File: src/sv/qs_pkg.sv
// Shared types and constants for the quaternion slerp pipeline.
// No dependencies; imported by every module of the block except qs_checker.
package qs_pkg;

    // Datapath widths
    localparam int XW          = 34;   // CORDIC x/y, signed, Q.30
    localparam int ZW          = 20;   // CORDIC angle accumulator, signed, Q.16
    localparam int AW          = 18;   // angle in [0, pi], unsigned, Q.16
    localparam int SQRT_STEPS  = 32;   // digit steps of the 64-bit integer root
    localparam int WQ_W        = 24;   // weight quotient bits
    localparam int WREM_W      = 55;   // weight divider remainder
    localparam int WD_W        = 31;   // weight divisor (sine, Q.30)
    localparam int RQ_W        = 16;   // output quotient bits
    localparam int RREM_W      = 48;   // output divider remainder
    localparam int RD_W        = 32;   // output divisor (vector length)
    localparam int TAB_LEN     = 24;

    // Angle and value constants
    localparam logic [AW-1:0]  ANG_PI      = 18'd205887;
    localparam logic [AW-1:0]  ANG_HALF_PI = 18'd102944;
    localparam logic [XW-1:0]  GAIN_Q30    = 34'd652032874;
    localparam logic [XW-1:0]  ONE_Q30     = 34'd1073741824;
    localparam logic [WQ_W-1:0] WEIGHT_MAX = 24'd16777215;

    // round(atan(2^-i) * 2^16)
    localparam logic [15:0] ATAN_TAB [TAB_LEN] = '{
        16'd51472, 16'd30386, 16'd16055, 16'd8150, 16'd4091, 16'd2047,
        16'd1024,  16'd512,   16'd256,   16'd128,  16'd64,   16'd32,
        16'd16,    16'd8,     16'd4,     16'd2,    16'd1,    16'd0,
        16'd0,     16'd0,     16'd0,     16'd0,    16'd0,    16'd0
    };

    // Per-request side data carried alongside the arithmetic chains
    typedef struct packed {
        logic [3:0][15:0] qa;        // start quaternion
        logic [3:0][15:0] qb;        // end quaternion
        logic [15:0]      t;         // clamped fraction
        logic [30:0]      x;         // |dot| in Q.30
        logic             neg;       // dot was negative
        logic             below_lim; // angle below limit
        logic [1:0]       wov;       // weight quotient overflow
        logic             wzero;     // sin(alpha) came out zero
        logic [3:0]       sgn;       // sign of each weighted sum
        logic [3:0][29:0] mag;       // normalized magnitudes
        logic [3:0]       rov;       // output quotient overflow
        logic             lzero;     // zero length sum
    } side_t;

endpackage

File: src/sv/qs_delay.sv
// Shift line for the valid flag and side data beside an arithmetic chain.
// Depends on qs_pkg for side_t.
module qs_delay #(
    parameter int DEPTH = 1
) (
    input  logic          clk,
    input  logic          rst_n,
    input  logic          en,
    input  logic          vld_in,
    input  qs_pkg::side_t side_in,
    output logic          vld_out,
    output qs_pkg::side_t side_out
);
    import qs_pkg::*;

    logic [DEPTH-1:0] vld_reg;
    side_t            side_reg [DEPTH];

    // valid shift
    always_ff @(posedge clk or negedge rst_n)
    begin
        if (!rst_n)
        begin
            vld_reg <= '0;
        end
        else if (en)
        begin
            vld_reg[0] <= vld_in;
            for (int k = 1; k < DEPTH; k++)
            begin
                vld_reg[k] <= vld_reg[k-1];
            end
        end
    end

    // side data shift
    always_ff @(posedge clk)
    begin
        if (en)
        begin
            side_reg[0] <= side_in;
            for (int k = 1; k < DEPTH; k++)
            begin
                side_reg[k] <= side_reg[k-1];
            end
        end
    end

    assign vld_out  = vld_reg[DEPTH-1];
    assign side_out = side_reg[DEPTH-1];

endmodule

File: config.mk
export PLATFORM = sky130hd
export DESIGN_NAME = qs_delay
export DESIGN_NICKNAME = d
export VERILOG_FILES = /design/src/sv/qs_pkg.sv /design/src/sv/qs_delay.sv
export SDC_FILE = /design/constraint.sdc
export NUM_CORES = 1
export LEC_CHECK = 0
export BUFFER_PORTS_ARGS = -buffer_cell sky130_fd_sc_hd__buf_2
export CAP_MARGIN = 10
export CORE_AREA = 2 2 244 246
export DETAILED_ROUTE_END_ITERATION = 8
export DIE_AREA = 0 0 246 248
export GPL_ROUTABILITY_DRIVEN = 0
export GPL_TIMING_DRIVEN = 0
export PLACE_DENSITY_LB_ADDON = 0.25
export SYNTH_ARGS = -nofsm -noshare
export SYNTH_HDL_FRONTEND = slang
export SYNTH_SLANG_ARGS = --single-unit
File: constraint.sdc
create_clock -name clk -period 0.8 [get_ports clk]
set_input_delay 0.16 -clock clk [delete_from_list [all_inputs] [get_ports clk]]
set_output_delay 0.16 -clock clk [all_outputs]
set_load 0.02 [all_outputs]
==> qor.csv <==
metric,value,unit
vias,7103,
crit_type,reg -> out,
p_leak,8.00,nW
ff2ff_setup_slack,0.02,ns
clkSlewWorstSetupHoldPaths,0.06,ns
wl_met2,18100,µm
worstSetupStartpointType,flip-flop,
drt-initial-drc-count,235,
synth_top_family_by_area,multiplexers,
end_kind,output pin,
maxSlewViolCount,0,
setup_tns,-132.70,ns
final_common_cell,buf_2,
grt_first_pass_wirelength,46500,µm
die_w,246,µm
clock-sinks,310,
start_util,15.9,%
rsz0062_at_grt,true,
root_buffer,clkbuf_16,
ys_seq_area_share,99.8,%
cts_tree,built,
dp_cells,1708,
htreeDepth,2,
largest_reg_flops,309,
track_usage,10.3,%
period_minus_slack,1.47,ns
post_dp_cell_area,13500,µm²
core,58500,µm²
post-route-period-util,184,%
rows,89,
worst_pin_slew,0.383,ns
r2r-start,vld_out,
wire_per_inst,16.5,µm
synthesis.nets,624,
worstPathMaxFanout,1,
worstSkewPairLatency,0.53,ns
final_layout_size_suffix_gt1_share,52.0,%
viasPerCell,3.40,
grt_pass1_vias,7587,
synthCells,311,
ios,623,
fillers,5638,
p_per_area,2220,nW/µm²
critPathBufInv,1,
synth-simple-area-share,0,%
finalHoldViolCount,0,
yosysWarnings,0,
syn_area,9320,µm²
critical_path.max_stage_delay,0.56,ns
numCtsBuffers,37,
ff2ff_path_depth,1,
cts_max_path_buffers,3,
hold_end,side_reg[0][248],
dr_wl_met3,3000,µm
total_power,43.3,mW
nNetsFinal,1602,
skew,0,ns
ys_types,3,
postLayoutCoreUtil,33.4,%
drc,0,
critPathTopFamily,flip-flops,
max_freq,0.679,GHz
port_buffers,622,
slowest_stage,edfxtp_1,
violations,negative setup slack,
whs_path_depth,1,
final.setup.worst_slack,-0.673,ns
finalNonFillerCells,2088,
crit_path_cell_trace,buf_6,
avgSynthCellArea,30.0,µm²
ys_ff_latch,310,
final-setup-viol-count,310,
hp-class,in -> reg,
synth_xor_xnor_area_share,0,%
r2r_end,vld_out,
final_cell_mix,"buf_2 (361), dlygate4sd3_1 (312), edfxtp_1 (309)",
dp_hpwl,22500,µm
arrival,1.31,ns
synthMuxAreaShare,0.161,%
final_antenna_net_count,0,
top_layer,met5,
die_height,248,µm
antenna_found_initial,5,
met1_length,12300,µm
worst_ep_required_time,0.64,ns
synth_compound_area_share,0,%
holdCritStartpoint,en,
drt-total-wl,34500,µm
vdd.ir_drop.worst,1500,µV
grt_max_degree,59,
slew_headroom,74.5,%
yosys.area_share.adder,0,%
drv_cap,0,
postCtsSetupRepairBufs,0,
design.die.area,61000,µm²
final_area,19500,µm²
status,"finished, violations left",
area.growth.synth_to_final,109,%
grt_overflow,0,
firstDrtPassIters,4,
==> cell type report <==
class,instances,area [µm²],share of cell area (%)
clock inverters,19,184,0.943
multi-input cells,1,15.0,0.0770
clock buffers,45,998,5.12
flip-flops and latches,310,9310,47.7
well taps,773,967,4.96
repair buffers,939,8030,41.2
diodes,1,2.50,0.0128
==> report_power, final <==
| group | total (mW) | switching (mW) | leakage [nW] | internal [mW] |
|---|---|---|---|---|
| Combinational | 6.68 | 3.07 | 4.39 | 3.61 |
| Sequential | 20.0 | 0.617 | 3.03 | 19.3 |
| Clock | 16.6 | 6.77 | 0.574 | 9.86 |
| Total | 43.3 | 10.5 | 8.00 | 32.8 |
==> logic make-up (layout without fill, tap and decap cells) <==
group / Yosys count / count (layout)
flops: 310 / 310
mux: 1 / 1
buf+inv: 0 / 1003
other cells: 0 / 1
==> how the worst max path moves through the flow <==
| stage | start | end | slack [ns] | cells after the start |
|---|---|---|---|---|
| global placement | en | vld_out | -5.22 | 2 |
| finish | side_reg[0][255] | side_out[255] | -0.67 | 1 |
| detailed placement | en | vld_out | -0.96 | 3 |
| CTS | side_reg[0][255] | side_out[255] | -0.74 | 1 |
| floorplan | vld_out | vld_out | -0.02 | 1 |
| global route | side_reg[0][255] | side_out[255] | -0.73 | 1 |
==> metrics by stage <==
stage | setup slack [ns] | hold slack [ns]
6_report | -0.673 | 0.0326
5_1_grt | -0.726 | 0.0179
4_1_cts | -0.741 | 0.00673
3_5_place_dp | -0.963 | -0.0596
3_3_place_gp | -5.22 | -0.0549
2_1_floorplan | -0.0222 | -0.136
==> layer usage <==
| metal | GRT usage, % | vias up |
|---|---|---|
| met3 | 4.13 | 74 |
| met5 | 0 | - |
| met2 | 18.4 | 374 |
| met1 | 10.9 | 3405 |
| li1 | - | 3244 |
| met4 | 3.96 | 6 |
==> cell usage after synthesis, drive strengths merged <==
library cell	n	share of area (%)
dfrtp	1	0.27
edfxtp	309	100
mux2	1	0.16
==> what timing repair did <==
item / 4_1_cts / 5_1_grt
endpoints found under the setup margin: 539 / 310
hold buffers: 312 / 0
resized for setup: 297 / 227
pin swaps: 0 / 0
hold endpoints to repair: 311 / 0
cloned: 3 / 0
Power figures use the tool's default switching activity.
