`config.mk`:
```
export PLATFORM = sky130hd
export DESIGN_NAME = qs_sqrt_cell
export DESIGN_NICKNAME = d
export VERILOG_FILES = /design/src/sv/qs_pkg.sv /design/src/sv/qs_sqrt_cell.sv
export SDC_FILE = /design/constraint.sdc
export NUM_CORES = 1
export LEC_CHECK = 0
export ABC_AREA = 1
export BUFFER_PORTS_ARGS = -buffer_cell sky130_fd_sc_hd__buf_2
export CAP_MARGIN = 20
export CORE_AREA = 4 4 171 173
export DETAILED_ROUTE_END_ITERATION = 7
export DIE_AREA = 0 0 175 177
export GPL_TIMING_DRIVEN = 0
export HOLD_SLACK_MARGIN = 0.15
export PLACE_DENSITY = 0.66
export RECOVER_POWER = 25
export SLEW_MARGIN = 20
export SYNTH_ARGS = -nofsm -noshare
export SYNTH_HDL_FRONTEND = slang
export SYNTH_SLANG_ARGS = --single-unit
```
`constraint.sdc`:
```
create_clock -name clk -period 3.9 [get_ports clk]
set_input_delay 0.195 -clock clk [delete_from_list [all_inputs] [get_ports clk]]
set_output_delay 0.195 -clock clk [all_outputs]
set_load 0.01 [all_outputs]
```
`src/sv/qs_pkg.sv`:
```
// Shared types and constants for the quaternion slerp pipeline.
// No dependencies; imported by every module of the block except qs_checker.
package qs_pkg;

    // Datapath widths
    localparam int XW          = 34;   // CORDIC x/y, signed, Q.30
    localparam int ZW          = 20;   // CORDIC angle accumulator, signed, Q.16
    localparam int AW          = 18;   // angle in [0, pi], unsigned, Q.16
    localparam int SQRT_STEPS  = 32;   // digit steps of the 64-bit integer root
    localparam int WQ_W        = 24;   // weight quotient bits
    localparam int WREM_W      = 55;   // weight divider remainder
    localparam int WD_W        = 31;   // weight divisor (sine, Q.30)
    localparam int RQ_W        = 16;   // output quotient bits
    localparam int RREM_W      = 48;   // output divider remainder
    localparam int RD_W        = 32;   // output divisor (vector length)
    localparam int TAB_LEN     = 24;

    // Angle and value constants
    localparam logic [AW-1:0]  ANG_PI      = 18'd205887;
    localparam logic [AW-1:0]  ANG_HALF_PI = 18'd102944;
    localparam logic [XW-1:0]  GAIN_Q30    = 34'd652032874;
    localparam logic [XW-1:0]  ONE_Q30     = 34'd1073741824;
    localparam logic [WQ_W-1:0] WEIGHT_MAX = 24'd16777215;

    // round(atan(2^-i) * 2^16)
    localparam logic [15:0] ATAN_TAB [TAB_LEN] = '{
        16'd51472, 16'd30386, 16'd16055, 16'd8150, 16'd4091, 16'd2047,
        16'd1024,  16'd512,   16'd256,   16'd128,  16'd64,   16'd32,
        16'd16,    16'd8,     16'd4,     16'd2,    16'd1,    16'd0,
        16'd0,     16'd0,     16'd0,     16'd0,    16'd0,    16'd0
    };

    // Per-request side data carried alongside the arithmetic chains
    typedef struct packed {
        logic [3:0][15:0] qa;        // start quaternion
        logic [3:0][15:0] qb;        // end quaternion
        logic [15:0]      t;         // clamped fraction
        logic [30:0]      x;         // |dot| in Q.30
        logic             neg;       // dot was negative
        logic             below_lim; // angle below limit
        logic [1:0]       wov;       // weight quotient overflow
        logic             wzero;     // sin(alpha) came out zero
        logic [3:0]       sgn;       // sign of each weighted sum
        logic [3:0][29:0] mag;       // normalized magnitudes
        logic [3:0]       rov;       // output quotient overflow
        logic             lzero;     // zero length sum
    } side_t;

endpackage

```
`src/sv/qs_sqrt_cell.sv`:
```
// One digit step of the restoring 64-bit integer square root.
// Depends on qs_pkg.
module qs_sqrt_cell #(
    parameter int STEP = 0
) (
    input  logic        clk,
    input  logic        en,
    input  logic [63:0] v_in,
    input  logic [63:0] r_in,
    output logic [63:0] v_out,
    output logic [63:0] r_out
);
    import qs_pkg::*;

    localparam logic [63:0] BIT = 64'd1 << (62 - 2 * STEP);

    logic [63:0] trial;
    logic [63:0] v_next;
    logic [63:0] r_next;
    logic [63:0] v_reg;
    logic [63:0] r_reg;

    // compare and subtract one digit
    always_comb
    begin
        trial = r_in + BIT;
        if (v_in >= trial)
        begin
            v_next = v_in - trial;
            r_next = (r_in >> 1) + BIT;
        end
        else
        begin
            v_next = v_in;
            r_next = r_in >> 1;
        end
    end

    always_ff @(posedge clk)
    begin
        if (en)
        begin
            v_reg <= v_next;
            r_reg <= r_next;
        end
    end

    assign v_out = v_reg;
    assign r_out = r_reg;

endmodule

```
==> metrics.yaml <==
outcome: "complete, but fails checks"
violations: "max-capacitance violations, max-slew violations"
grt_pass1_wl_mm: 63.2
synth_cell_types: 29
core-area_mm2: 0.0276
grt_pass1_vias: 11236
multiInputGateArea_mm2: 0.00548
crit_path_end_kind: "flop"
die_h_um: 177
root_buffer: "clkbuf_16"
finalCritPeriodShare: 0.775
synth_cells: 1712
worstPathArrival_ns: 3.31
cts_num_sinks: 128
tightest_slew_ns: 3.54
crit_slowest_cell: "dlygate4sd3_1"
cts_tree: "done"
fillCellCount: 2894
crit_top_cell: "nand2_1"
cts_buffers: 17
clk_pin_slew_ns: 0.07
drc: 0
initial_core_util: 0.397
ctsResizeCount: 0
netlist_area_mm2: 0.0110
min_from: "v_in[0]"
critPathRequiredTime_ns: 4.19
fmax_mhz: 331
grt_max_degree: 68
crit_fanout: 10
post-place-ws_ns: 1.03
regArea_mm2: 0.00384
fin_crit_ns: 3.02
avgViaCountPerCell: 4.61
finalHoldViolCount: 0
final_max_slew_viol_count: 62
clockBufferDepth: 2
io_pins: 258
hold_class: "input port to flop"
max_cap_viol_count: 1
startpoint: "r_in[53]"
antenna_found_initial: 0
path_cells: "dlygate4sd3_1 > clkbuf_1 > inv_1 > ha_1 > nand2_1 > inv_2 > nand2_1 > nor3_2 > nand2_1 > nor3_2 > nand2_2 > nand2_4 > buf_2 > nand3_1 > nand2_1"
min_to: "v_out[0]$_DFFE_PP_"
syn-num-nets: 1907
diodes: 0
first_iter_violations: 765
ys_seq_elements: 128
slew_headroom: -1.36
num_rows: 61
setup_viol: 0
gr-total-overflow: 0
vias: 11537
portBuffers: 257
cts-htree-levels: 4
firstDrtPassIters: 6
routed_wl_mm: 41.4
syn_to_final_growth_pct: 32.3
holdPathStages: 3
nets: 2309
synth-seq-area-share: 0.351
routabilityCongestion: 0.907
finalSetupTns_ns: 0
crit_path_start_kind: "input port"
die_area_mm2: 0.0310
layout-drive-gt1-share: 0.136
post_cts_buffers: 0
postRouteAntennaNets: 0
grt_usage: 0.266
ys_warn_count: 0
p_leak_nw: 8.20
path_class: "input port to flop"
layout_setup_ws_ns: 0.879
rsz0062_at_grt: "false"
ir_drop_uv: 228
power_density_mw_per_mm2: 351
syn_area_per_cell_um2: 6.40
die_width_um: 175
crit_path_max_incr_delay_ns: 0.52
wl_per_cell_um: 16.5
dpl.hpwl_mm: 33.3
==> power by group <==
group          internal [mW]  total, mW  leakage [nW]  switching [mW]
sequential              1.73       1.77          1.25          0.0397
combinational          0.606       1.72          6.68            1.12
clock                  0.885       1.60         0.268           0.714
==> synth_stat cells <==
library cell  number  area (um^2)
a21oi_1           43          215
fa_1               1         20.0
nand3_2           11          110
and2_1             2         12.5
nor3_1             7         35.0
o21ai_0            7         35.0
nand3_1           79          395
buf_6              3         33.8
nand2_1          762         2860
nor2_1           112          420
nor4_1             3         18.8
nand4_1           20          125
o21ai_1            1         5.00
nor2_2             7         43.8
nor3_2             3         30.0
buf_12             1         20.0
inv_2              5         18.8
a21oi_2            1         8.76
xor2_1            30          263
xnor2_1            2         17.5
buf_4              1         7.51
nand2_2            6         37.5
nand2_4            2         22.5
inv_4              1         6.26
buf_2              8         40.0
inv_1            401         1510
edfxtp_1         128         3840
ha_1              64          801
and3_1             1         6.26
==> metal layers <==
| metal | track usage | up-vias | share of wire |
|---|---|---|---|
| li1 | - | 5980 | - |
| met1 | 0.373 | 5144 | 0.47 |
| met2 | 0.424 | 367 | 0.44 |
| met3 | 0.0474 | 46 | 0.061 |
| met4 | 0.0776 | 0 | 0.023 |
| met5 | 0 | - | 0 |
==> stage by stage <==
step / hold WS [ns] / cells / utilization / area, um^2 / power [mW]
global placement: 0.387 / 2347 / 0.460 / 12700 / 3.39
finish: 0.167 / 2505 / 0.525 / 14500 / 5.09
CTS: 0.162 / 2505 / 0.527 / 14600 / 5.10
floorplan: 0.294 / 1712 / - / 11000 / 2.76
detailed placement: 0.388 / 2348 / 0.462 / 12800 / 3.40
global route: 0.192 / 2505 / 0.525 / 14500 / 5.38
==> worst max path at each step <==
stage | endpoint | depth (start not counted)
floorplan | v_out[55]$_DFFE_PP_ | 18
global placement | v_out[53]$_DFFE_PP_ | 14
detailed placement | v_out[53]$_DFFE_PP_ | 18
CTS | v_out[53]$_DFFE_PP_ | 14
global route | v_out[32]$_DFFE_PP_ | 2
finish | v_out[53]$_DFFE_PP_ | 15
==> registers in the layout (all words and copies together) (netlist names) <==
| signal | cells |
|---|---|
| v_out | 64 |
| r_out | 64 |
==> critical path, delay by kind of cell <==
family / cells / cell delay (ns)
buf+inv: 5 / 1.11
fa+ha+maj: 1 / 0.48
simple gates: 9 / 1.49
==> cell type report <==
cell class | instances | share of cell area
repair buffers | 383 | 0.173
flip-flops and latches | 128 | 0.265
multi-input cells | 1164 | 0.378
inverters | 407 | 0.106
plain buffers | 13 | 0.00699
well taps | 378 | 0.0326
clock buffers | 17 | 0.0293
clock inverters | 15 | 0.00941
==> logic make-up (layout without fill, tap and decap cells) <==
kind of cell	Yosys count	after routing	share of synthesized area
and+or+nand+nor	1015	1015	0.376
buffers and inverters	420	835	0.149
DFF	128	128	0.351
adders and majority gates	65	65	0.0749
AOI/OAI and AO/OA	52	52	0.0241
xor gates and xnor gates	32	32	0.0256
==> cells in the final DEF (no fill, tap or decap), types with 11 or more instances in the layout <==
cell,synthesis,routed
nand2_1,762,762
inv_1,401,401
buf_2,8,214
edfxtp_1,128,128
dlygate4sd3_1,0,125
nor2_1,112,112
nand3_1,79,79
ha_1,64,64
clkbuf_1,0,48
a21oi_1,43,43
xor2_1,30,30
nand4_1,20,20
clkbuf_16,0,17
nand3_2,11,11
==> repair_timing <==
item,4_1_cts,5_1_grt
hold buffers,125,0
endpoints found under the setup margin,0,0
hold endpoints to repair,125,0
Note: power is estimated with default switching activity, not from simulation.
