## config.mk

```make
export PLATFORM = sky130hd
export DESIGN_NAME = qs_div_cell
export DESIGN_NICKNAME = d
export VERILOG_FILES = /design/src/sv/qs_pkg.sv /design/src/sv/qs_div_cell.sv
export SDC_FILE = /design/constraint.sdc
export NUM_CORES = 1
export LEC_CHECK = 0
export ABC_AREA = 1
export BUFFER_PORTS_ARGS = -buffer_cell sky130_fd_sc_hd__buf_2
export CORE_MARGIN = 2
export CORE_UTILIZATION = 40
export DETAILED_ROUTE_END_ITERATION = 8
export GPL_TIMING_DRIVEN = 0
export PLACE_DENSITY = 0.6
export SLEW_MARGIN = 20
export SYNTH_ARGS = -nofsm -noshare
export SYNTH_HDL_FRONTEND = slang
export SYNTH_SLANG_ARGS = --single-unit
```

## constraint.sdc

```tcl
create_clock -name clk -period 6.45 [get_ports clk]
set_clock_uncertainty 0.2 [all_clocks]
set_input_delay 1.6125 -clock clk [delete_from_list [all_inputs] [get_ports clk]]
set_output_delay 1.6125 -clock clk [all_outputs]
set_load 0.02 [all_outputs]
```

## src/sv/qs_pkg.sv

```systemverilog
// Shared types and constants for the quaternion slerp pipeline.
// No dependencies; imported by every module of the block except qs_checker.
package qs_pkg;

    // Datapath widths
    localparam int XW          = 34;   // CORDIC x/y, signed, Q.30
    localparam int ZW          = 20;   // CORDIC angle accumulator, signed, Q.16
    localparam int AW          = 18;   // angle in [0, pi], unsigned, Q.16
    localparam int SQRT_STEPS  = 32;   // digit steps of the 64-bit integer root
    localparam int WQ_W        = 24;   // weight quotient bits
    localparam int WREM_W      = 55;   // weight divider remainder
    localparam int WD_W        = 31;   // weight divisor (sine, Q.30)
    localparam int RQ_W        = 16;   // output quotient bits
    localparam int RREM_W      = 48;   // output divider remainder
    localparam int RD_W        = 32;   // output divisor (vector length)
    localparam int TAB_LEN     = 24;

    // Angle and value constants
    localparam logic [AW-1:0]  ANG_PI      = 18'd205887;
    localparam logic [AW-1:0]  ANG_HALF_PI = 18'd102944;
    localparam logic [XW-1:0]  GAIN_Q30    = 34'd652032874;
    localparam logic [XW-1:0]  ONE_Q30     = 34'd1073741824;
    localparam logic [WQ_W-1:0] WEIGHT_MAX = 24'd16777215;

    // round(atan(2^-i) * 2^16)
    localparam logic [15:0] ATAN_TAB [TAB_LEN] = '{
        16'd51472, 16'd30386, 16'd16055, 16'd8150, 16'd4091, 16'd2047,
        16'd1024,  16'd512,   16'd256,   16'd128,  16'd64,   16'd32,
        16'd16,    16'd8,     16'd4,     16'd2,    16'd1,    16'd0,
        16'd0,     16'd0,     16'd0,     16'd0,    16'd0,    16'd0
    };

    // Per-request side data carried alongside the arithmetic chains
    typedef struct packed {
        logic [3:0][15:0] qa;        // start quaternion
        logic [3:0][15:0] qb;        // end quaternion
        logic [15:0]      t;         // clamped fraction
        logic [30:0]      x;         // |dot| in Q.30
        logic             neg;       // dot was negative
        logic             below_lim; // angle below limit
        logic [1:0]       wov;       // weight quotient overflow
        logic             wzero;     // sin(alpha) came out zero
        logic [3:0]       sgn;       // sign of each weighted sum
        logic [3:0][29:0] mag;       // normalized magnitudes
        logic [3:0]       rov;       // output quotient overflow
        logic             lzero;     // zero length sum
    } side_t;

endpackage

```

## src/sv/qs_div_cell.sv

```systemverilog
// One quotient bit of a restoring divider.
// Depends on qs_pkg.
module qs_div_cell #(
    parameter int STEP = 0,
    parameter int RW   = 48,
    parameter int DW   = 32,
    parameter int QW   = 16
) (
    input  logic          clk,
    input  logic          en,
    input  logic [RW-1:0] rem_in,
    input  logic [DW-1:0] d_in,
    input  logic [QW-1:0] q_in,
    output logic [RW-1:0] rem_out,
    output logic [DW-1:0] d_out,
    output logic [QW-1:0] q_out
);
    import qs_pkg::*;

    logic [RW-1:0] sub;
    logic          ge;
    logic [RW-1:0] rem_reg;
    logic [DW-1:0] d_reg;
    logic [QW-1:0] q_reg;

    // trial subtract of the shifted divisor
    always_comb
    begin
        sub = {{(RW-DW){1'b0}}, d_in} << STEP;
        ge  = (rem_in >= sub);
    end

    always_ff @(posedge clk)
    begin
        if (en)
        begin
            rem_reg <= ge ? (rem_in - sub) : rem_in;
            d_reg   <= d_in;
            q_reg   <= {q_in[QW-2:0], ge};
        end
    end

    assign rem_out = rem_reg;
    assign d_out   = d_reg;
    assign q_out   = q_reg;

endmodule

```

==> results.py <==
metrics = {
    "place": {
        "portBuffers": 192,
        "gp_congestion": 0.940,
        "place_hpwl_um": 16800,
        "preCtsSetupSlack_ns": 2.17,
    },
    "worst_setup_path": {
        "worstSetupStartpointType": "input port",
        "critPathLaunch": "rem_in[0]",
        "crit_fanout": 10,
        "worstSetupEndpointType": "flip-flop",
        "critPathArrivalTime_ns": 3.82,
        "worstSetupPathType": "input port to flip-flop",
        "critPathRequiredTime_ns": 6.35,
    },
    "cts": {
        "clk_path_buf_depth": 2,
        "cts_hold_buf": 0,
        "cts_tree": "built",
        "clockRootBuffer": "clkbuf_16",
        "cts.repair.resized": 0,
        "cts_made_buffers": 9,
        "cts_htree_levels": 3,
        "post_cts_buffers": 0,
        "cts.sinks": 96,
        "path_clk_slew_ns": 0.08,
    },
    "power": {
        "p_per_area_nw_per_um2": 211,
        "p_int_mw": 1.22,
        "p_sw_mw": 0.621,
        "swShare": 0.337,
        "p_leak_nw": 4.55,
        "combPwrFrac": 0.292,
        "p_clk_frac": 0.284,
        "ir_drop_v": 0.000118,
        "p_seq_frac": 0.425,
    },
    "global_routing": {
        "grt_usage": 0.224,
        "grt_pass1_vias": 6377,
        "antenna_found_initial": 0,
        "grt-ovfl-total": 0,
        "grt_pass1_wl_um": 32200,
        "grt_max_degree": 51,
    },
    "synth": {
        "synthesis.area_sq_um": 7150,
        "synth_most_common_cell": "nand2_1",
        "synth_top_area_frac": 0.403,
        "synthCells": 959,
        "synthFlopType": "edfxtp_1",
        "synth_edf_count": 96,
        "postSynth.asyncResetShare": 0,
        "ys_seq_area_frac": 0.403,
        "synth.area.top_cells": "edfxtp_1, nand2_1, inv_1, ha_1, nor2_1",
        "syn-num-nets": 1090,
        "syn_area_per_cell_sq_um": 7.46,
        "ys_ff_latch": 96,
        "synth_common_cells": "nand2_1, inv_1, edfxtp_1, nor2_1, nand3_1",
        "synth_warnings": 0,
        "yosysTopAreaCell": "edfxtp_1",
        "ys_types": 36,
    },
    "timing": {
        "relSlewSlack": 0.679,
        "period_needed_ns": 3.91,
        "fmax_mhz": 256,
        "worst_pin_slew_ns": 0.482,
        "setup_tns_ns": 0,
        "fin_ws_ns": 2.54,
        "grt_setup_unrepaired": "false",
        "fin_crit_sh": 0.606,
        "slew_violations": 0,
        "hold_violations": 0,
        "finalSetupViolCount": 0,
    },
    "die": {
        "core_area_sq_um": 17400,
        "die_area_sq_um": 19000,
        "pin_count": 194,
        "die_w_um": 138,
        "core.rowCount": 48,
        "die_h_um": 138,
        "initial_utilization": 0.411,
    },
    "layout": {
        "area_growth_pct": 21.7,
        "nFillCells": 1812,
        "antenna_cells": 0,
        "nets": 1294,
        "layout-drive-gt1-share": 0.250,
    },
    "drt": {
        "num_vias": 6474,
        "drcViolationCount": 0,
        "wl_per_cell_um": 14.7,
        "drtIter0Drc": 401,
        "drt_wl_total_um": 20500,
        "vias_per_cell": 4.65,
        "ant_nets": 0,
        "drt_first_pass_iters": 5,
    },
    "flow_run": {
        "maxCapViolCount": 0,
    },
    "hold_path": {
        "hold_class": "input port to flip-flop",
        "hp-start": "q_in[1]",
    },
    "outcome": {
        "outcome": "completed",
    },
}
==> logic make-up (layout without fill, tap and decap cells) <==
logic type | count (synthesis) | after routing | share of synthesized area
AND/OR/NAND/NOR | 539 | 539 | 0.331
AO/OA/AOI/OAI | 65 | 65 | 0.0644
XOR/XNOR | 19 | 19 | 0.0233
adder cells (fa/ha/maj) | 33 | 33 | 0.0588
buffers and inverters | 207 | 416 | 0.120
flip-flops | 96 | 96 | 0.403
==> sequential cells by signal (all words and copies together) (netlist names) <==
signal,count
q_out,16
d_out,32
rem_out,48
==> per-layer routing <==
metal	GRT usage	wire (um)
met1	0.298	9440
met2	0.370	9340
met3	0.0445	1430
met4	0.0663	292
met5	0	0
==> path summary, 6_finish.rpt <==
kind,slack (ns),cells after the start,to
hold / removal,1.22,1,q_out[2]
setup / recovery,2.54,17,rem_out[2]
==> cells in the final DEF (no fill, tap or decap), types with 9 or more instances in the layout <==
cell type	n
a21oi_1	22
nand3b_1	12
nand3_1	49
nand2_4	11
buf_2	191
nand2_2	11
xnor2_1	17
nand2_1	349
ha_1	32
nor2_1	69
a21oi_2	10
edfxtp_1	96
clkbuf_16	9
o21ai_2	21
nand4_1	12
inv_1	189
==> critical path, cell delays in order <==
cell,delay (ns)
buf_2,0.09
inv_1,0.04
ha_1,0.22
fa_1,0.42
inv_1,0.13
nand3_2,0.08
nand3_2,0.10
nand2_1,0.07
nand2_2,0.09
nand2_2,0.05
nand2_2,0.18
nand2_4,0.11
nand3_4,0.22
inv_6,0.10
buf_6,0.17
nand2_1,0.08
o21ai_2,0.05
==> power groups by stage <==
| stage | Sequential [mW] | Combinational (mW) | Clock, mW |
|---|---|---|---|
| detailed placement | 0.795 | 0.537 | 0 |
| floorplan | 0.886 | 0.256 | 0 |
| global route | 0.789 | 0.596 | 0.555 |
| global placement | 0.795 | 0.533 | 0 |
| finish | 0.781 | 0.536 | 0.522 |
| CTS | 0.782 | 0.540 | 0.537 |
==> stage by stage <==
stage | instance area (sq um) | std cells | utilization | power, mW | hold WS [ns]
6_report | 8710 | 1393 | 0.500 | 1.84 | 1.22
5_1_grt | 8710 | 1393 | 0.500 | 1.94 | 1.21
4_1_cts | 8710 | 1393 | 0.500 | 1.86 | 1.21
3_5_place_dp | 8430 | 1377 | 0.484 | 1.33 | 1.59
3_3_place_gp | 8400 | 1376 | 0.482 | 1.33 | 1.59
2_1_floorplan | 7150 | 959 | - | 1.14 | 1.51
==> final cells by class <==
| class | count | area (sq um) | area share |
|---|---|---|---|
| Buffer | 9 | 110 | 0.0126 |
| Clock buffer | 10 | 229 | 0.0263 |
| Clock inverter | 6 | 48.8 | 0.00560 |
| Inverter | 198 | 748 | 0.0859 |
| Multi-Input combinational cell | 656 | 3410 | 0.392 |
| Sequential cell | 96 | 2880 | 0.331 |
| Tap cell | 225 | 282 | 0.0323 |
| Timing Repair Buffer | 193 | 995 | 0.114 |
No activity file was read; power rests on OpenSTA's default activity.
