**config.mk**
```make
export PLATFORM = sky130hd
export DESIGN_NAME = qs_cordic_cell
export DESIGN_NICKNAME = d
export VERILOG_FILES = /design/src/sv/qs_pkg.sv /design/src/sv/qs_cordic_cell.sv
export SDC_FILE = /design/constraint.sdc
export NUM_CORES = 1
export LEC_CHECK = 0
export BUFFER_PORTS_ARGS = -buffer_cell sky130_fd_sc_hd__buf_2
export CORE_MARGIN = 3
export CORE_UTILIZATION = 30
export CTS_BUF_LIST = sky130_fd_sc_hd__clkbuf_4 sky130_fd_sc_hd__clkbuf_8
export CTS_CLUSTER_SIZE = 25
export DETAILED_ROUTE_END_ITERATION = 12
export PLACE_DENSITY = 0.56
export SETUP_SLACK_MARGIN = 0.5
export SLEW_MARGIN = 40
export SYNTH_ARGS = -nofsm -noshare
export SYNTH_HDL_FRONTEND = slang
export SYNTH_SLANG_ARGS = --single-unit
```
**constraint.sdc**
```tcl
create_clock -name clk -period 3.95 [get_ports clk]
set_input_delay 0.395 -clock clk [delete_from_list [all_inputs] [get_ports clk]]
set_output_delay 0.395 -clock clk [all_outputs]
set_load 0.02 [all_outputs]
```
**src/sv/qs_pkg.sv**
```systemverilog
// Shared types and constants for the quaternion slerp pipeline.
// No dependencies; imported by every module of the block except qs_checker.
package qs_pkg;

    // Datapath widths
    localparam int XW          = 34;   // CORDIC x/y, signed, Q.30
    localparam int ZW          = 20;   // CORDIC angle accumulator, signed, Q.16
    localparam int AW          = 18;   // angle in [0, pi], unsigned, Q.16
    localparam int SQRT_STEPS  = 32;   // digit steps of the 64-bit integer root
    localparam int WQ_W        = 24;   // weight quotient bits
    localparam int WREM_W      = 55;   // weight divider remainder
    localparam int WD_W        = 31;   // weight divisor (sine, Q.30)
    localparam int RQ_W        = 16;   // output quotient bits
    localparam int RREM_W      = 48;   // output divider remainder
    localparam int RD_W        = 32;   // output divisor (vector length)
    localparam int TAB_LEN     = 24;

    // Angle and value constants
    localparam logic [AW-1:0]  ANG_PI      = 18'd205887;
    localparam logic [AW-1:0]  ANG_HALF_PI = 18'd102944;
    localparam logic [XW-1:0]  GAIN_Q30    = 34'd652032874;
    localparam logic [XW-1:0]  ONE_Q30     = 34'd1073741824;
    localparam logic [WQ_W-1:0] WEIGHT_MAX = 24'd16777215;

    // round(atan(2^-i) * 2^16)
    localparam logic [15:0] ATAN_TAB [TAB_LEN] = '{
        16'd51472, 16'd30386, 16'd16055, 16'd8150, 16'd4091, 16'd2047,
        16'd1024,  16'd512,   16'd256,   16'd128,  16'd64,   16'd32,
        16'd16,    16'd8,     16'd4,     16'd2,    16'd1,    16'd0,
        16'd0,     16'd0,     16'd0,     16'd0,    16'd0,    16'd0
    };

    // Per-request side data carried alongside the arithmetic chains
    typedef struct packed {
        logic [3:0][15:0] qa;        // start quaternion
        logic [3:0][15:0] qb;        // end quaternion
        logic [15:0]      t;         // clamped fraction
        logic [30:0]      x;         // |dot| in Q.30
        logic             neg;       // dot was negative
        logic             below_lim; // angle below limit
        logic [1:0]       wov;       // weight quotient overflow
        logic             wzero;     // sin(alpha) came out zero
        logic [3:0]       sgn;       // sign of each weighted sum
        logic [3:0][29:0] mag;       // normalized magnitudes
        logic [3:0]       rov;       // output quotient overflow
        logic             lzero;     // zero length sum
    } side_t;

endpackage

```
**src/sv/qs_cordic_cell.sv**
```systemverilog
// One micro-rotation of a CORDIC, vectoring or rotation mode.
// Depends on qs_pkg for widths and the arctangent table.
module qs_cordic_cell #(
    parameter int STEP   = 0,
    parameter bit VECTOR = 1'b0
) (
    input  logic                         clk,
    input  logic                         en,
    input  logic signed [qs_pkg::XW-1:0] x_in,
    input  logic signed [qs_pkg::XW-1:0] y_in,
    input  logic signed [qs_pkg::ZW-1:0] z_in,
    output logic signed [qs_pkg::XW-1:0] x_out,
    output logic signed [qs_pkg::XW-1:0] y_out,
    output logic signed [qs_pkg::ZW-1:0] z_out
);
    import qs_pkg::*;

    localparam logic signed [ZW-1:0] ANG = $signed({4'b0, ATAN_TAB[STEP]});

    logic signed [XW-1:0] dx;
    logic signed [XW-1:0] dy;
    logic                 up;
    logic signed [XW-1:0] x_next;
    logic signed [XW-1:0] y_next;
    logic signed [ZW-1:0] z_next;
    logic signed [XW-1:0] x_reg;
    logic signed [XW-1:0] y_reg;
    logic signed [ZW-1:0] z_reg;

    // direction: drive y to zero when vectoring, z to zero when rotating
    always_comb
    begin
        dx = y_in >>> STEP;
        dy = x_in >>> STEP;
        up = VECTOR ? ~y_in[XW-1] : z_in[ZW-1];
        if (up)
        begin
            x_next = x_in + dx;
            y_next = y_in - dy;
            z_next = z_in + ANG;
        end
        else
        begin
            x_next = x_in - dx;
            y_next = y_in + dy;
            z_next = z_in - ANG;
        end
    end

    always_ff @(posedge clk)
    begin
        if (en)
        begin
            x_reg <= x_next;
            y_reg <= y_next;
            z_reg <= z_next;
        end
    end

    assign x_out = x_reg;
    assign y_out = y_reg;
    assign z_out = z_reg;

endmodule

```
==> results.py, run 1 <==
metrics = {
    "yosys": {
        "ys_seq_area_frac": 0.286,
        "yosysWarnings": 0,
        "synth_top_family_by_area": "compound AO/OA/AOI/OAI gates",
        "synth_area_leaders": "edfxtp_1 29%, ha_1 16%, a21oi_1 6.7%",
        "ys_async_sr_fraction": 0,
        "yosys.cell_types.count": 79,
        "synth-edff-count": 87,
        "syn_inst": 1057,
        "synth_top_area_frac": 0.286,
        "synthAdderAreaFrac": 0.165,
        "yosysMostFrequentCell": "a21oi_1",
        "synth_xor_area_frac": 0.0700,
        "synth_compound_area_frac": 0.255,
        "ys_top_cells_by_count": "123 x a21oi_1, 114 x ha_1, 105 x inv_1",
        "yosysTopAreaCell": "edfxtp_1",
        "avgSynthCellArea_um2": 8.64,
        "synth-seq-cells": 87,
        "synth_nets": 1265,
        "synthFlopType": "edfxtp_1",
        "synthesis.area_um2": 9130,
        "synth_simple_gate_area_frac": 0.133,
        "synth.area.mux_share": 0.0226,
    },
    "min_path": {
        "hold_class": "input pin to flop",
        "min_path_cells": 1,
        "whs_endpoint": "z_out[3]",
        "min_from": "z_in[3]",
    },
    "sta": {
        "final.min_clock_period_ns": 3.14,
        "slew_viol_final": 0,
        "finalHoldViolations": 0,
        "setup_viol": 0,
        "slew_headroom": 0.516,
        "rsz0062_at_grt": "false",
        "timing.fmax_mhz": 319,
        "tightest_slew_ns": 0.725,
        "min_period_over_period": 0.794,
        "setup_slack_ns": 0.815,
        "tns_ns": 0,
    },
    "global_routing": {
        "antenna_found_initial": 1,
        "grt_pass1_vias": 8306,
        "grt_usage": 0.175,
        "grt_max_degree": 72,
        "grt_pass1_wl_um": 46200,
        "overflow": 0,
    },
    "clock_tree": {
        "cts_num_sinks": 87,
        "path_clk_slew_ns": 0.12,
        "post_cts_buffers": 0,
        "htreeDepth": 3,
        "cts_tree": "built",
        "numCtsBuffers": 9,
        "cts_buffer_depth": 2,
        "ctsRootBufferMaster": "clkbuf_8",
    },
    "floorplanning": {
        "fp.dieW_um": 180,
        "start_util": 0.306,
        "core_area_um2": 29800,
        "dieArea_um2": 32600,
        "top_level_ports": 178,
        "die_y_um": 180,
        "num_rows": 63,
    },
    "drt": {
        "drc": 0,
        "avgRoutedWirePerCell_um": 18.4,
        "routed_wl_um": 29600,
        "drt-initial-drc-count": 835,
        "num_vias": 8588,
        "vias_per_cell": 5.34,
        "antenna_left": 0,
        "firstDrtPassIters": 5,
    },
    "power_and_ir_drop": {
        "power_frac_clock": 0.192,
        "switching_share": 0.420,
        "pwr-share-comb": 0.446,
        "switchingPower_mw": 1.47,
        "p_leak_nw": 4.61,
        "power_frac_seq": 0.362,
        "powerDensity_nw_per_um2": 330,
        "vdd_drop_max_mv": 0.127,
        "intPower_mw": 2.02,
    },
    "placement": {
        "hpwl_um": 23400,
        "io_buffer_count": 177,
        "place_ws_ns": 0.315,
        "routabilityCongestion": 0.901,
    },
    "critical_path": {
        "end_kind": "flop",
        "required_ns": 4.09,
        "path_class": "input pin to flop",
        "crit_path_max_fanout": 12,
        "cp.arrival_ns": 3.27,
        "startpoint_type": "input pin",
    },
    "final_layout": {
        "area_growth_syn_to_layout_pct": 16.0,
        "diodes": 0,
        "layout-drive-gt1-share": 0.195,
        "nets": 1420,
    },
    "status": {
        "status": "finished clean",
    },
    "run": {
        "maxCapViolCount": 0,
    },
}
-- registers in the layout, summed over array words and instances, names as in the netlist --
| signal | flops |
|---|---|
| x_out | 34 |
| y_out | 33 |
| z_out | 20 |
-- kinds of logic (layout without fill, tap and decap cells) --
logic type	after synthesis	after routing
adder cells (fa/ha/maj)	118	118
XOR/XNOR	73	73
flip-flops	87	87
buffers and inverters	154	314
multiplexers	20	20
AO/OA/AOI/OAI	349	349
AND/OR/NAND/NOR	256	256
-- layout make-up --
type	count	area, um^2
Fill cell	3135	19200
Clock buffer	9	124
Timing Repair Buffer	190	990
Sequential cell	87	2610
Tap cell	390	488
Clock inverter	7	72.6
Inverter	108	405
Multi-Input combinational cell	816	5900
-- per-stage QoR --
stage | hold slack (ns) | utilization | power [mW] | cell area [um^2] | std cells
6_report | 0.169 | 0.355 | 3.49 | 10600 | 1607
5_1_grt | 0.146 | 0.355 | 3.70 | 10600 | 1607
4_1_cts | 0.148 | 0.355 | 3.52 | 10600 | 1607
3_5_place_dp | 0.574 | 0.349 | 2.83 | 10400 | 1591
3_3_place_gp | 0.573 | 0.349 | 2.82 | 10400 | 1591
2_1_floorplan | 0.494 | - | 2.32 | 9130 | 1057
-- timing repair --
action | in CTS | in global routing
hold buffers | 0 | 0
resized for setup | 0 | 1
setup endpoints to repair | 0 | 2
-- worst max-delay path by stage --
stage / from / endpoint / slack, ns / depth (start not counted)
floorplan: z_in[19] / z_out[18] / 0.70 / 13
global placement: x_in[15] / x_out[32] / 0.43 / 12
detailed placement: x_in[15] / x_out[32] / 0.31 / 12
CTS: x_in[15] / x_out[32] / 0.72 / 12
global route: x_in[5] / x_out[27] / 0.60 / 12
finish: x_in[3] / x_out[27] / 0.81 / 12
-- metal layers --
| metal | wire length (um) | up-vias | track usage |
|---|---|---|---|
| met5 | 13 | - | 0 |
| met4 | 482 | 2 | 0.0393 |
| met2 | 13400 | 360 | 0.285 |
| li1 | - | 4096 | - |
| met3 | 2060 | 37 | 0.0353 |
| met1 | 13600 | 4093 | 0.239 |
-- layout by cell type, fill, tap and decap left out, types with 5 or more instances in the layout --
master and count:
a211oi_1 11, a21o_1 16, a21oi_1 123, a31oi_1 11, buf_2 176, buf_4 13, clkbuf_8 9, edfxtp_1 87
ha_1 113, inv_1 104, mux2i_1 18, nand2_1 54, nand2b_1 14, nand3_1 15, nand4_1 9, nor2_1 96
nor2b_1 13, nor3_1 22, nor4_1 10, o211ai_1 13, o21a_1 11, o21ai_0 61, o21bai_1 22, o22ai_1 5
o31ai_1 15, or3_1 5, xnor2_1 64, xor2_1 9
-- critical path, stage by stage --
cell	delay, ns
buf_2	0.12
inv_1	0.05
ha_1	0.49
inv_1	0.15
a21oi_1	0.34
a2111oi_4	0.16
o21a_1	0.25
o41ai_4	0.56
o311ai_2	0.18
a21oi_1	0.29
a2bb2oi_2	0.18
xnor2_1	0.10
-- power by group through the flow --
| stage | Combinational [mW] | Sequential (mW) | Clock, mW |
|---|---|---|---|
| 2_1_floorplan | 0.844 | 1.48 | 0 |
| 3_3_place_gp | 1.54 | 1.29 | 0 |
| 3_5_place_dp | 1.54 | 1.29 | 0 |
| 4_1_cts | 1.55 | 1.27 | 0.704 |
| 5_1_grt | 1.69 | 1.28 | 0.731 |
| 6_report | 1.56 | 1.26 | 0.670 |
No activity file was read; power rests on OpenSTA's default activity.
==> run 2: changes to the inputs <==
==> constraint.sdc (replaced) <==
create_clock -name clk -period 2.9 [get_ports clk]
set_input_delay 0.29 -clock clk [delete_from_list [all_inputs] [get_ports clk]]
set_output_delay 0.29 -clock clk [all_outputs]
set_load 0.02 [all_outputs]
==> run 2 against run 1 <==
Die area did not move. Sequential power rose by 37%. Critical path depth rose by 1. Worst hold slack got worse by 0.098 ns. Sequential share of layout area fell by 5.1 points. Global-route usage rose by 1.3 points. Non-clock buffer count rose by 206. Final area rose by 26%. Count of clock-buffer cells in the layout did not move. Sequential cell count did not move. Clock power rose by 36%. Wire length rose by 10%. Critical path type unchanged.
==> results.py, run 2 (same netlist as run 1, synthesis figures left out) <==
metrics = {
    "global_routing": {
        "grt_max_degree": 74,
        "grt_pass1_vias": 9069,
        "grt_pass1_wl_um": 49600,
        "grt_usage": 0.188,
        "antenna_found_initial": 0,
        "overflow": 0,
    },
    "final_layout": {
        "nets": 1626,
        "final_common_cell": "buf_4",
        "layout-drive-gt1-share": 0.417,
        "area_growth_syn_to_layout_pct": 46.2,
        "final_area_um2": 13300,
        "diodes": 0,
        "largest_reg_flops": 34,
        "final_cell_mix": "204 x buf_4, 158 x buf_2, 90 x ha_1, 89 x a21oi_1, 89 x nor2_1",
        "stdcell_count": 1813,
    },
    "placement": {
        "hpwl_um": 24900,
        "place_area_um2": 11900,
        "place_ws_ns": -0.172,
        "dp.cells": 1748,
        "routabilityCongestion": 0.911,
        "io_buffer_count": 177,
    },
    "status": {
        "status": "finished clean",
    },
    "floorplanning": {
        "start_util": 0.306,
        "num_rows": 63,
        "core_area_um2": 29800,
        "die_y_um": 180,
        "dieArea_um2": 32600,
        "top_level_ports": 178,
        "fp.dieW_um": 180,
    },
    "drt": {
        "drc": 0,
        "route.layer.met1.wl_um": 14900,
        "vias_per_cell": 5.17,
        "antenna_left": 0,
        "firstDrtPassIters": 7,
        "num_vias": 9375,
        "drt-initial-drc-count": 645,
        "routed.top_layer": "met4",
        "detailroute.wirelength.met2_um": 15100,
        "routed_wl_um": 32600,
        "avgRoutedWirePerCell_um": 18.0,
        "route.met3.wl_um": 1990,
    },
    "power_and_ir_drop": {
        "vdd_drop_max_mv": 0.234,
        "powerDensity_nw_per_um2": 408,
        "p_leak_nw": 5.86,
        "post-layout-total-power_mw": 5.44,
    },
    "sta": {
        "setup_viol": 0,
        "min_period_over_period": 0.859,
        "setup_slack_ns": 0.410,
        "final.min_clock_period_ns": 2.49,
        "tightest_slew_ns": 0.891,
        "slew_headroom": 0.406,
        "timing.fmax_mhz": 402,
        "finalHoldViolations": 0,
        "tns_ns": 0,
        "rsz0062_at_grt": "true",
        "slew_viol_final": 0,
    },
    "clock_tree": {
        "cts_buffer_depth": 2,
        "htreeDepth": 3,
        "path_clk_slew_ns": 0.11,
        "numCtsBuffers": 9,
        "cts_tree": "built",
        "ctsRootBufferMaster": "clkbuf_8",
        "cts_num_sinks": 87,
    },
    "critical_path": {
        "path_buf_inv": 3,
        "crit_slowest_cell": "a2111oi_4",
        "crit_path_max_incr_delay_ns": 0.33,
        "cp.arrival_ns": 2.64,
        "crit_path_max_fanout": 6,
        "required_ns": 3.05,
        "cp_top_family": "compound AO/OA/AOI/OAI gates",
        "worstPathCellList": "buf_2 -> ha_4 -> buf_4 -> buf_4 -> a21oi_2 -> o22ai_2 -> nand2b_1 -> a21oi_2 -> o221ai_1 -> o22a_1 -> a2111oi_4 -> a311oi_2 -> xnor2_1",
        "end_kind": "flop",
        "path_class": "input pin to flop",
        "crit_cells": 13,
        "startpoint_type": "input pin",
    },
    "run": {
        "maxCapViolCount": 0,
    },
    "min_path": {
        "hold_class": "input pin to flop",
        "min_path_cells": 1,
    },
}
-- run 2: changes by cell type in the layout (fill, tap and decap cells not counted), moves of 13 or more --
cell,delta
inv_1,-19
a21oi_1,-34
a21oi_2,+28
buf_6,+24
buf_2,-18
inv_2,+13
o21ai_0,-19
ha_4,+22
ha_1,-23
buf_4,+191
-- run 2: final timing paths --
kind	start	endpoint	slack (ns)
worst max-delay path	y_in[11]	x_out[26]	0.41
worst min-delay path	z_in[0]	z_out[0]	0.07
-- run 2: power by group --
part | internal [mW] | switching (mW)
sequential | 1.66 | 0.0640
clock | 0.339 | 0.575
combinational | 1.21 | 1.59
-- run 2: cell type report --
type | count | area, um^2
fill | 2928 | 16500
clock buffer | 9 | 124
inverter | 108 | 444
tap | 390 | 488
clock inverter | 7 | 72.6
sequential | 87 | 2610
timing repair buffer | 396 | 2750
multi-input combinational | 816 | 6850
-- run 2: per-stage QoR --
| stage | hold slack, ns | util |
|---|---|---|
| after floorplan | 0.389 | - |
| after global placement | 0.470 | 0.400 |
| after detailed placement | 0.469 | 0.400 |
| after CTS | 0.0532 | 0.426 |
| after global routing | 0.0501 | 0.448 |
| final | 0.0709 | 0.448 |
-- run 2: layer usage --
layer | global-route usage | up-vias
met3 | 0.0299 | 37
met1 | 0.259 | 4467
met5 | 0 | -
li1 | - | 4523
met2 | 0.309 | 348
met4 | 0.0451 | 0
-- run 2: repair_timing --
action / CTS / global route
pin swaps: 63 / 56
resized for setup: 93 / 116
hold endpoints to repair: 0 / 0
buffers inserted: 27 / 22
setup endpoints to repair: 37 / 39
hold buffers: 0 / 0
==> run 3: changes to the inputs <==
--- a/config.mk
+++ b/config.mk
@@ -7,11 +7,11 @@
 export LEC_CHECK = 0
 export BUFFER_PORTS_ARGS = -buffer_cell sky130_fd_sc_hd__buf_2
 export CORE_MARGIN = 3
-export CORE_UTILIZATION = 30
+export CORE_UTILIZATION = 40
 export CTS_BUF_LIST = sky130_fd_sc_hd__clkbuf_4 sky130_fd_sc_hd__clkbuf_8
 export CTS_CLUSTER_SIZE = 25
 export DETAILED_ROUTE_END_ITERATION = 12
-export PLACE_DENSITY = 0.56
+export PLACE_DENSITY = 0.68
 export SETUP_SLACK_MARGIN = 0.5
 export SLEW_MARGIN = 40
 export SYNTH_ARGS = -nofsm -noshare
==> run 3 against run 2 <==
Sequential share of layout area is 0.43 points higher. Combinational power is essentially flat. First-iteration DRC count is 32% higher. Final cell count decreased by 7.2%. Clock power is 8.0% lower. Sequential cell count did not move. Maximum frequency decreased by 3.2%. Count of clock-buffer cells in the layout increased by 1. Wire length down 4.9%. Utilization up 14 points. Critical endpoint is now x_out[32]. Largest cell class unchanged. Highest routed layer is now met5.
==> results.py, run 3 (same netlist as run 1, synthesis figures left out) <==
metrics = {
    "clock_tree": {
        "cts_tree": "built",
        "htreeDepth": 3,
        "ctsRootBufferMaster": "clkbuf_8",
        "postCtsHoldBufs": 0,
        "numCtsBuffers": 9,
        "path_clk_slew_ns": 0.11,
        "cts_buffer_depth": 2,
        "cts_num_sinks": 87,
    },
    "drt": {
        "route.met3.wl_um": 2210,
        "avgRoutedWirePerCell_um": 18.4,
        "detailroute.wirelength.met2_um": 14900,
        "vias_per_cell": 5.61,
        "num_vias": 9437,
        "drc": 0,
        "firstDrtPassIters": 6,
        "antenna_left": 0,
        "routed_wl_um": 31000,
        "route.layer.met1.wl_um": 12900,
        "routed.top_layer": "met5",
        "drt-initial-drc-count": 849,
    },
    "critical_path": {
        "crit_path_max_incr_delay_ns": 0.41,
        "required_ns": 3.13,
        "path_class": "input pin to flop",
        "startpoint_type": "input pin",
        "cp.arrival_ns": 2.81,
        "crit_path_max_fanout": 5,
        "end_kind": "flop",
        "path_common_cell": "buf_6",
        "worstPathCellList": "buf_2 -> ha_4 -> buf_6 -> buf_6 -> nor2b_1 -> o21ai_1 -> a21boi_1 -> buf_4 -> a221o_1 -> o21ai_4 -> a41oi_4 -> mux2_4 -> a211oi_2",
        "crit_slowest_cell": "a221o_1",
    },
    "power_and_ir_drop": {
        "post-layout-total-power_mw": 5.35,
        "p_leak_nw": 5.71,
        "vdd_drop_max_mv": 0.220,
        "powerDensity_nw_per_um2": 410,
    },
    "floorplanning": {
        "dieArea_um2": 24700,
        "core_area_um2": 22100,
        "die_y_um": 157,
        "start_util": 0.413,
        "top_level_ports": 178,
        "num_rows": 54,
        "fp.dieW_um": 157,
    },
    "final_layout": {
        "stdcell_count": 1683,
        "final_common_cell": "buf_4",
        "multi_input_area_um2": 6900,
        "regArea_um2": 2610,
        "diodes": 0,
        "largest_reg_flops": 34,
        "layout-drive-gt1-share": 0.416,
        "final_cell_mix": "185 x buf_4, 161 x buf_2, 88 x a21oi_1, 88 x ha_1, 87 x edfxtp_1",
        "n_fill_cell": 1908,
        "final_area_um2": 13100,
        "nets": 1606,
        "area_growth_syn_to_layout_pct": 43.0,
    },
    "placement": {
        "io_buffer_count": 177,
        "dp.cells": 1614,
        "hpwl_um": 23400,
        "routabilityCongestion": 0.998,
        "place_ws_ns": -0.148,
        "place_area_um2": 11600,
    },
    "global_routing": {
        "grt_pass1_vias": 9251,
        "antenna_found_initial": 1,
        "grt_pass1_wl_um": 47400,
        "overflow": 0,
        "grt_max_degree": 88,
        "grt_usage": 0.239,
    },
    "status": {
        "status": "finished clean",
    },
    "sta": {
        "final.min_clock_period_ns": 2.57,
        "rsz0062_at_grt": "true",
        "setup_slack_ns": 0.327,
        "tightest_slew_ns": 0.658,
        "slew_viol_final": 0,
        "setup_viol": 0,
        "timing.fmax_mhz": 389,
        "finalHoldViolations": 0,
        "slew_headroom": 0.561,
        "min_period_over_period": 0.887,
        "tns_ns": 0,
    },
    "run": {
        "maxCapViolCount": 0,
    },
    "min_path": {
        "hold_class": "input pin to flop",
    },
}
[run 3: final timing paths]
check | startpoint | end | slack, ns | cells after the start
worst max-delay path | y_in[9] | x_out[32] | 0.33 | 13
worst min-delay path | z_in[2] | z_out[2] | 0.08 | 1
[run 3: cell type report]
cell class                      instances  share of cell area
Clock buffer                           10              0.0101
Clock inverter                          6             0.00287
Timing Repair Buffer                  376               0.197
Sequential cell                        87               0.200
Inverter                              108              0.0344
Multi-Input combinational cell        816               0.528
Tap cell                              280              0.0268
[run 3: critical path, delay by kind of cell]
kind	cells	cell delay [ns]
multiplexers	1	0.34
buffers and inverters	4	0.52
AND/OR/NAND/NOR	1	0.07
AO/OA/AOI/OAI	6	1.31
adder cells (fa/ha/maj)	1	0.29
[run 3: report_power, final]
group | internal [mW] | leakage (nW) | switching (mW) | total [mW]
sequential | 1.66 | 0.851 | 0.0568 | 1.72
clock | 0.318 | 0.0831 | 0.523 | 0.841
combinational | 1.20 | 4.78 | 1.60 | 2.79
total | 3.18 | 5.71 | 2.17 | 5.35
[run 3: per-stage QoR]
step / hold WS, ns / util
finish: 0.0816 / 0.591
global route: 0.0665 / 0.591
CTS: 0.0589 / 0.556
detailed placement: 0.469 / 0.525
global placement: 0.468 / 0.525
floorplan: 0.389 / -
[run 3: repair_timing]
action,in CTS,in global routing
gates resized for setup,81,132
pin swaps,68,96
endpoints found under the setup margin,33,41
gates cloned,0,0
setup buffers,24,29
[run 3: per-layer routing]
metal / global-route usage / vias up
li1: - / 4478
met1: 0.311 / 4467
met2: 0.407 / 419
met3: 0.0346 / 71
met4: 0.0814 / 2
met5: 0 / -
